--- src/rtl/core/vna_pkg.sv ---
package vna_pkg;

	localparam int POS_W  = 24;
	localparam int SUM_W  = 64;
	localparam int FACE_W = 51;
	localparam int NRM_W  = 16;
	localparam int IDX_W  = 16;
	localparam int VI_W   = 10;
	localparam int CNT_W  = 11;

	localparam logic [1:0] OP_WRITE = 2'd0;
	localparam logic [1:0] OP_TRI   = 2'd1;
	localparam logic [1:0] OP_READ  = 2'd2;
	localparam logic [1:0] OP_NONE  = 2'd3;

	typedef struct packed {
		logic signed [POS_W-1:0] z;
		logic signed [POS_W-1:0] y;
		logic signed [POS_W-1:0] x;
	} pos_t;

	typedef struct packed {
		logic signed [SUM_W-1:0] z;
		logic signed [SUM_W-1:0] y;
		logic signed [SUM_W-1:0] x;
	} sum_t;

	typedef struct packed {
		logic signed [FACE_W-1:0] z;
		logic signed [FACE_W-1:0] y;
		logic signed [FACE_W-1:0] x;
	} face_t;

	typedef struct packed {
		logic             start;
		logic [IDX_W-1:0] c2;
		logic [IDX_W-1:0] c1;
		logic [IDX_W-1:0] c0;
	} geom_ctrl_t;

	typedef struct packed {
		logic                    zero_sum;
		logic signed [NRM_W-1:0] z;
		logic signed [NRM_W-1:0] y;
		logic signed [NRM_W-1:0] x;
	} norm_res_t;

endpackage

--- src/rtl/core/vna_norm.sv ---
module vna_norm (
	input  logic               clk,
	input  logic               arst_n,
	input  logic               start,
	input  vna_pkg::sum_t      sum,
	output logic               done,
	output vna_pkg::norm_res_t res
);
	import vna_pkg::*;

	localparam logic [2:0] N_IDLE  = 3'd0;
	localparam logic [2:0] N_SHIFT = 3'd1;
	localparam logic [2:0] N_SQ    = 3'd2;
	localparam logic [2:0] N_SQRT  = 3'd3;
	localparam logic [2:0] N_DINIT = 3'd4;
	localparam logic [2:0] N_DIV   = 3'd5;

	logic [2:0] state_q;
	logic [4:0] cnt_q;
	logic [1:0] comp_q;
	logic [SUM_W-1:0] mag_q [3];
	logic [2:0] neg_q;
	logic [59:0] prod_q;
	logic [63:0] n_q, root_q, bit_q;
	logic [31:0] len_q;
	logic [47:0] rem_q;
	logic [48:0] dsh_q;
	logic [16:0] quo_q;
	norm_res_t res_q;
	logic done_q;

	logic [SUM_W-1:0] mx, my, mz, mor;
	logic [63:0] trial, root_nx;
	logic        take;
	logic        dtake;
	logic [16:0] quo_nx;
	logic [NRM_W-1:0] comp_val;

	assign mx  = sum.x[SUM_W-1] ? SUM_W'(-sum.x) : SUM_W'(sum.x);
	assign my  = sum.y[SUM_W-1] ? SUM_W'(-sum.y) : SUM_W'(sum.y);
	assign mz  = sum.z[SUM_W-1] ? SUM_W'(-sum.z) : SUM_W'(sum.z);
	assign mor = mag_q[0] | mag_q[1] | mag_q[2];

	assign trial   = root_q + bit_q;
	assign take    = n_q >= trial;
	assign root_nx = take ? ((root_q >> 1) + bit_q) : (root_q >> 1);

	assign dtake  = {1'b0, rem_q} >= dsh_q;
	assign quo_nx = {quo_q[15:0], dtake};

	always_comb begin
		if (neg_q[comp_q]) begin
			comp_val = quo_nx > 17'd32768 ? 16'h8000 : 16'((~quo_nx) + 17'd1);
		end else begin
			comp_val = quo_nx > 17'd32767 ? 16'h7FFF : quo_nx[15:0];
		end
	end

	always_ff @(posedge clk or negedge arst_n) begin
		if (!arst_n) begin
			state_q <= N_IDLE;
			cnt_q   <= '0;
			comp_q  <= '0;
			done_q  <= 1'b0;
		end else begin
			done_q <= 1'b0;
			unique case (state_q)
				N_IDLE: begin
					if (start) begin
						if ((mx | my | mz) == '0) begin
							done_q <= 1'b1;
						end else begin
							state_q <= N_SHIFT;
						end
					end
				end
				N_SHIFT: begin
					if (mor[SUM_W-1:30] == '0) begin
						cnt_q   <= '0;
						state_q <= N_SQ;
					end
				end
				N_SQ: begin
					cnt_q <= cnt_q + 5'd1;
					if (cnt_q == 5'd3) begin
						cnt_q   <= '0;
						state_q <= N_SQRT;
					end
				end
				N_SQRT: begin
					cnt_q <= cnt_q + 5'd1;
					if (cnt_q == 5'd31) begin
						cnt_q   <= '0;
						comp_q  <= '0;
						state_q <= N_DINIT;
					end
				end
				N_DINIT: state_q <= N_DIV;
				N_DIV: begin
					cnt_q <= cnt_q + 5'd1;
					if (cnt_q == 5'd16) begin
						cnt_q  <= '0;
						comp_q <= comp_q + 2'd1;
						if (comp_q == 2'd2) begin
							done_q  <= 1'b1;
							state_q <= N_IDLE;
						end else begin
							state_q <= N_DINIT;
						end
					end
				end
				default: state_q <= N_IDLE;
			endcase
		end
	end

	always_ff @(posedge clk) begin
		case (state_q)
			N_IDLE: begin
				// hold the last result until the next start
				if (start) begin
					mag_q[0] <= mx;
					mag_q[1] <= my;
					mag_q[2] <= mz;
					neg_q    <= {sum.z[SUM_W-1], sum.y[SUM_W-1], sum.x[SUM_W-1]};
					res_q    <= '{zero_sum: 1'b1, default: '0};
					n_q      <= '0;
				end
			end
			N_SHIFT: begin
				if (mor[SUM_W-1:30] != '0) begin
					mag_q[0] <= mag_q[0] >> 1;
					mag_q[1] <= mag_q[1] >> 1;
					mag_q[2] <= mag_q[2] >> 1;
				end
			end
			N_SQ: begin
				// square one component while the previous square is summed
				if (cnt_q != 5'd3) begin
					prod_q <= mag_q[cnt_q[1:0]][29:0] * mag_q[cnt_q[1:0]][29:0];
				end
				if (cnt_q != 5'd0) begin
					n_q <= n_q + 64'(prod_q);
				end
				root_q <= '0;
				bit_q  <= 64'd1 << 62;
			end
			N_SQRT: begin
				if (take) n_q <= n_q - trial;
				root_q <= root_nx;
				bit_q  <= bit_q >> 2;
				if (cnt_q == 5'd31) len_q <= root_nx[31:0];
			end
			N_DINIT: begin
				rem_q <= {2'b00, mag_q[comp_q][29:0], 16'b0} + 48'(len_q);
				dsh_q <= {len_q, 17'b0};
				quo_q <= '0;
			end
			N_DIV: begin
				if (dtake) rem_q <= rem_q - dsh_q[47:0];
				dsh_q <= dsh_q >> 1;
				quo_q <= quo_nx;
				if (cnt_q == 5'd16) begin
					res_q.zero_sum <= 1'b0;
					case (comp_q)
						2'd0:    res_q.x <= comp_val;
						2'd1:    res_q.y <= comp_val;
						default: res_q.z <= comp_val;
					endcase
				end
			end
			default: ;
		endcase
	end

	assign done = done_q;
	assign res  = res_q;

endmodule

--- config.mk ---
export PLATFORM = sky130hd
export DESIGN_NAME = vna_norm
export DESIGN_NICKNAME = d
export VERILOG_FILES = /design/src/rtl/core/vna_pkg.sv /design/src/rtl/core/vna_norm.sv
export SDC_FILE = /design/constraint.sdc
export NUM_CORES = 2
export LEC_CHECK = 0
export ABC_AREA = 1
export ABC_CLOCK_PERIOD_IN_PS = 15550
export BUFFER_PORTS_ARGS = -buffer_cell sky130_fd_sc_hd__buf_2
export CORE_ASPECT_RATIO = 0.7
export CORE_MARGIN = 1.5
export CORE_UTILIZATION = 40
export DETAILED_ROUTE_END_ITERATION = 8
export PLACE_DENSITY_LB_ADDON = 0.08
export SLEW_MARGIN = 30
export SYNTH_ARGS = -nofsm -noshare
export SYNTH_HDL_FRONTEND = slang
export SYNTH_SLANG_ARGS = --single-unit
--- constraint.sdc ---
create_clock -name clk -period 15.55 [get_ports clk]
set_input_delay 1.555 -clock clk [delete_from_list [all_inputs] [get_ports clk]]
set_output_delay 1.555 -clock clk [all_outputs]
set_load 0.005 [all_outputs]
# Word level (Yosys, flattened, before mapping)
# Memory sizes are Yosys's and may differ from the RTL's.
# Cells that the tools add are included.
# word_totals
register_bits	460
latch_bits	0
ramBits	192
romBits	0
in_bits	195
out_inout_bits	50
elab_cells	147
n_memories	1
# classes
n_addsub	12
multipliers	1
n_div	0
magnitude_cmp	5
n_eq_ne	23
n_shift	0
n_mux	55
bitwise	8
n_reduce_logical	25
# mem_list
name	words	width	rd	rd_clocked_by_memory_dff	write_ports	line_no	rtl
mag_q	3	64	5	0	3	vna_norm.sv:21	logic [SUM_W-1:0] mag_q [3];
# op_table
operator	n
$mux 64	10
$or 64x64->64	4
$pmux 64 s2	2
$pmux 49 s2	2
$neg 64->64	3
$pmux 64 s3	1
$mux 49	2
$mux 16	6
$pmux 48 s2	1
$add 63x64->64	1
$add 64x60->64	1
$add 64x64->64	1
$ge 64x64->1	1
$logic_not 64->1	1
$sub 64x64->64	1
$mul 30x30->60	1
$ge 48x49->1	1
$mux 48	1
$sub 48x48->48	1
$add 46x32->47	1
$logic_not 34->1	1
$reduce_bool 34->1	1
$pmux 16 s2	1
$ne 2x2->1 const B	12
36 further kinds	72

# Longest topological paths before layout
# depth
ltp_word	8
depth_mapped	38
ltp_nobuf	36

# Worst setup path before layout
# No wires, ideal clock.
# synth_timing
kind	input to register
startpoint	input port start
endpoint	memory mag_q[0][0] (enable)
setup_ns	1.010
arrival_ns	14.982
slack_ns	-0.441
stages	2
n_path_buf	0
cell_sequence	inv_1 > o21ai_0
# synth_lines
item	line_no	rtl
from (decl)	vna_norm.sv:4	input logic start,
to (decl)	vna_norm.sv:21	

# Worst setup path after layout
# layout_timing
startpoint	register cnt_q[1]
endpoint	register prod_q[51] (data pin)
# layout_via
elab_chain_cells	2
# layout_rtl
item	line_no	rtl
from (decl)	vna_norm.sv:19	logic [4:0] cnt_q;
from (signal assigned)	vna_norm.sv:84	cnt_q <= cnt_q + 5'd1;
from (signal assigned)	vna_norm.sv:91	cnt_q <= cnt_q + 5'd1;
from (signal assigned)	vna_norm.sv:100	cnt_q <= cnt_q + 5'd1;
$mem_v2 3x64	--	
$mul 30x30->60	vna_norm.sv:140	prod_q <= mag_q[cnt_q[1:0]][29:0] * mag_q[cnt_q[1:0]][29:0];
to (signal assigned)	vna_norm.sv:140	
to (decl)	vna_norm.sv:23	logic [59:0] prod_q;
# No other way between the ends.
# A chain may end at the register's enable or synchronous reset.

==> out/summary.txt <==
run status: completed
Syn Area/Cell: 7.45 sq um
initial antenna violation count: 46
row count: 134
CTS Sinks: 619
Routed WL: 338000 um
Area growth, synth to finish: 9.11%
1st-iter DRT viols: 8662
GPL Wtd Cong: 0.980
met1 Track Usage GR: 53.2%
drt pass-1 iters: 6
Slew @ Worst Pin: 1.15 ns
M3 GR Usage: 6.93%
asr flop ratio synth: 1.78%
yosys warns: 0
Final Hold Fails: 0
Starting Density: 40.4%
Placed Area: 81600 sq um
Tcrit/Tclk final: 66.1%
number of synthesized flops with an enable pin: 608
critical path arrival: 10.71 ns
max frequency: 97.2 MHz
Max clock buf depth: 3
post-synth cell types: 67
syn nets: 11800
most frequent cells in the layout: nand2_1, inv_1, nor2_1
Place WS: 5.42 ns
Core Box Area: 191000 sq um
top area cells in the synthesized netlist: edfxtp_1, fa_1, nand2_1
HPWL after DPL: 286000 um
WP data required: 15.98 ns
WS Path Type: reg2reg
I/O Buffers: 244
Routed Antenna Nets: 0
number of synthesized register bits: 619
Post-CTS Setup Inserts: 0
DRC viols: 0
Max transition margin: 22.7%
Top Ports: 245
Yosys top cell area share: 23.7%
CP max FO: 31
Synth area leader: edfxtp_1
sequential fraction of the synthesis area: 24.0%
Post-Syn Area: 77200 sq um
CTS Hold Bufs: 0
CTS resizes: 0
Worst path top cell family by delay: adder cells
via count: 73000
Worst-Skew Late Latency: 0.73 ns
Crit path top cell by count: inv_1
share of layout cells above drive strength 1: 5.64%
critical path buffer and inverter count: 11
grt total ovfl: 0
largest net degree at the start of global routing: 89
clk slew on worst S/H paths: 0.06 ns
Worst Hold Class: reg2reg
Tot GR Track Use: 34.3%
Slowest Stage Delay on Critical Path: 0.77 ns
final worst path period need: 10.28 ns
Die Ht: 371 um
nets@finish: 12000
root buffer cell: clkbuf_16
hold slack: 0.541 ns
Avg WL per Cell: 25.7 um
Cells after Synth: 10400
RSZ-0062 raised after global routing: no
Setup-failing EPs final: 0
vias per cell: 5.55
# H-tree levels: 3
dominant register cell in the synthesized netlist: edfxtp_1
CTS tree: yes
maxcap violations: 0
setup ws final: 5.27 ns
Critical Path Slowest Stage Cell: o21ai_2
Die W: 528 um
Final Instance Area: 84200 sq um
grt met2 use: 48.0%
fill count: 19800
setup TNS: 0 ns
number of global-route vias before repair: 69600
Num CTS Buffers: 73
CP endpoint kind: flop
most common cell after layout, fill and taps aside: nand2_1
Layout Skew: 0.0590 ns
CP startpoint kind: flop
first-pass GRT wire length: 487000 um
die footprint: 196000 sq um
GRT busiest layer: met1
Slew Limit Fails: 0
-- registers in the layout, indices dropped and copies added, names as in the netlist, 48 cells and up --
register / flops
dsh_q: 49
res: 49
root_q: 64
rem_q: 48
n_q: 64
mag_q: 192
prod_q: 59
-- synth_stat cells (4+ instances only) --
master and number:
o21ai_0 692, a21oi_1 615, xor2_1 180, a21o_1 41, nor2_4 12, o22ai_1 21, nor3_1 74, nand2_2 13
nor4_1 52, clkbuf_1 160, o31ai_1 15, o221ai_1 10, fa_1 700, ha_1 517, o211ai_1 75, o21a_1 33
a31oi_1 149, o21ai_1 55, edfxtp_1 608, nand2_1 2033, nor2_2 17, o21bai_1 31, or2_2 24, nand4_1 72
clkinv_1 8, buf_1 27, a211oi_1 6, buf_2 27, dfrtp_1 11, nand3_1 394, inv_1 1932, o21ai_2 7
o2111ai_1 8, nand3_2 5, a221oi_1 11, nand3b_1 43, and3_1 16, xnor2_1 97, and2_1 5, inv_2 10
o311ai_0 4, nor2_1 1505, a21boi_0 14
-- tightest hold or removal path: cells and delay by family (launching register included) --
kind	cells	cell delay (ns)
DFF	1	0.34
and+or+nand+nor	2	0.09
-- layer usage --
metal | share of wire [%] | vias up
met5 | 0.032 | -
li1 | - | 33800
met1 | 48 | 35500
met3 | 9.7 | 386
met2 | 40 | 3338
met4 | 2.6 | 16
-- stage by stage --
stage                     cells  util [%]
after CTS                 13100      44.0
after detailed placement  13000      42.7
after global routing      13100      44.1
final                     13200      44.1
after floorplan           10400         -
after global placement    13000      42.7
-- area by class of cell --
class,instances,area [sq um],area share (%)
Clock buffer,78,1850,2.19
Inverter,1950,7330,8.70
Clock inverter,54,683,0.811
Tap cell,2516,3150,3.74
Multi-Input combinational cell,7575,50600,60.1
Sequential cell,619,18500,22.0
Timing Repair Buffer,351,2030,2.42
Antenna cell,15,37.5,0.0446
-- kinds of logic after synthesis --
kind of cell    Yosys count  synth area share [%]
compound gates         1800                  12.9
xor+xnor                277                  3.14
fa+ha+maj              1217                  26.5
buf+inv                2170                  10.6
flops                   619                  24.0
mux                       2                0.0276
simple gates           4279                  22.7
-- worst paths after layout --
check	from	to	slack [ns]	depth (start not counted)
max	cnt_q[1]	prod_q[51]	5.27	30
min	mag_q[2][50]	mag_q[2][49]	0.54	2
max reg2reg	cnt_q[1]	prod_q[51]	5.27	30
min reg2reg	mag_q[2][50]	mag_q[2][49]	0.54	2
max in group asynchronous	arst_n	cnt_q[0]	14.44	1
min in group asynchronous	arst_n	done	0.75	1
Power is left out: the tool's default activity adds up to more than one toggle a clock period on the data nets, which glitch-free logic cannot reach.
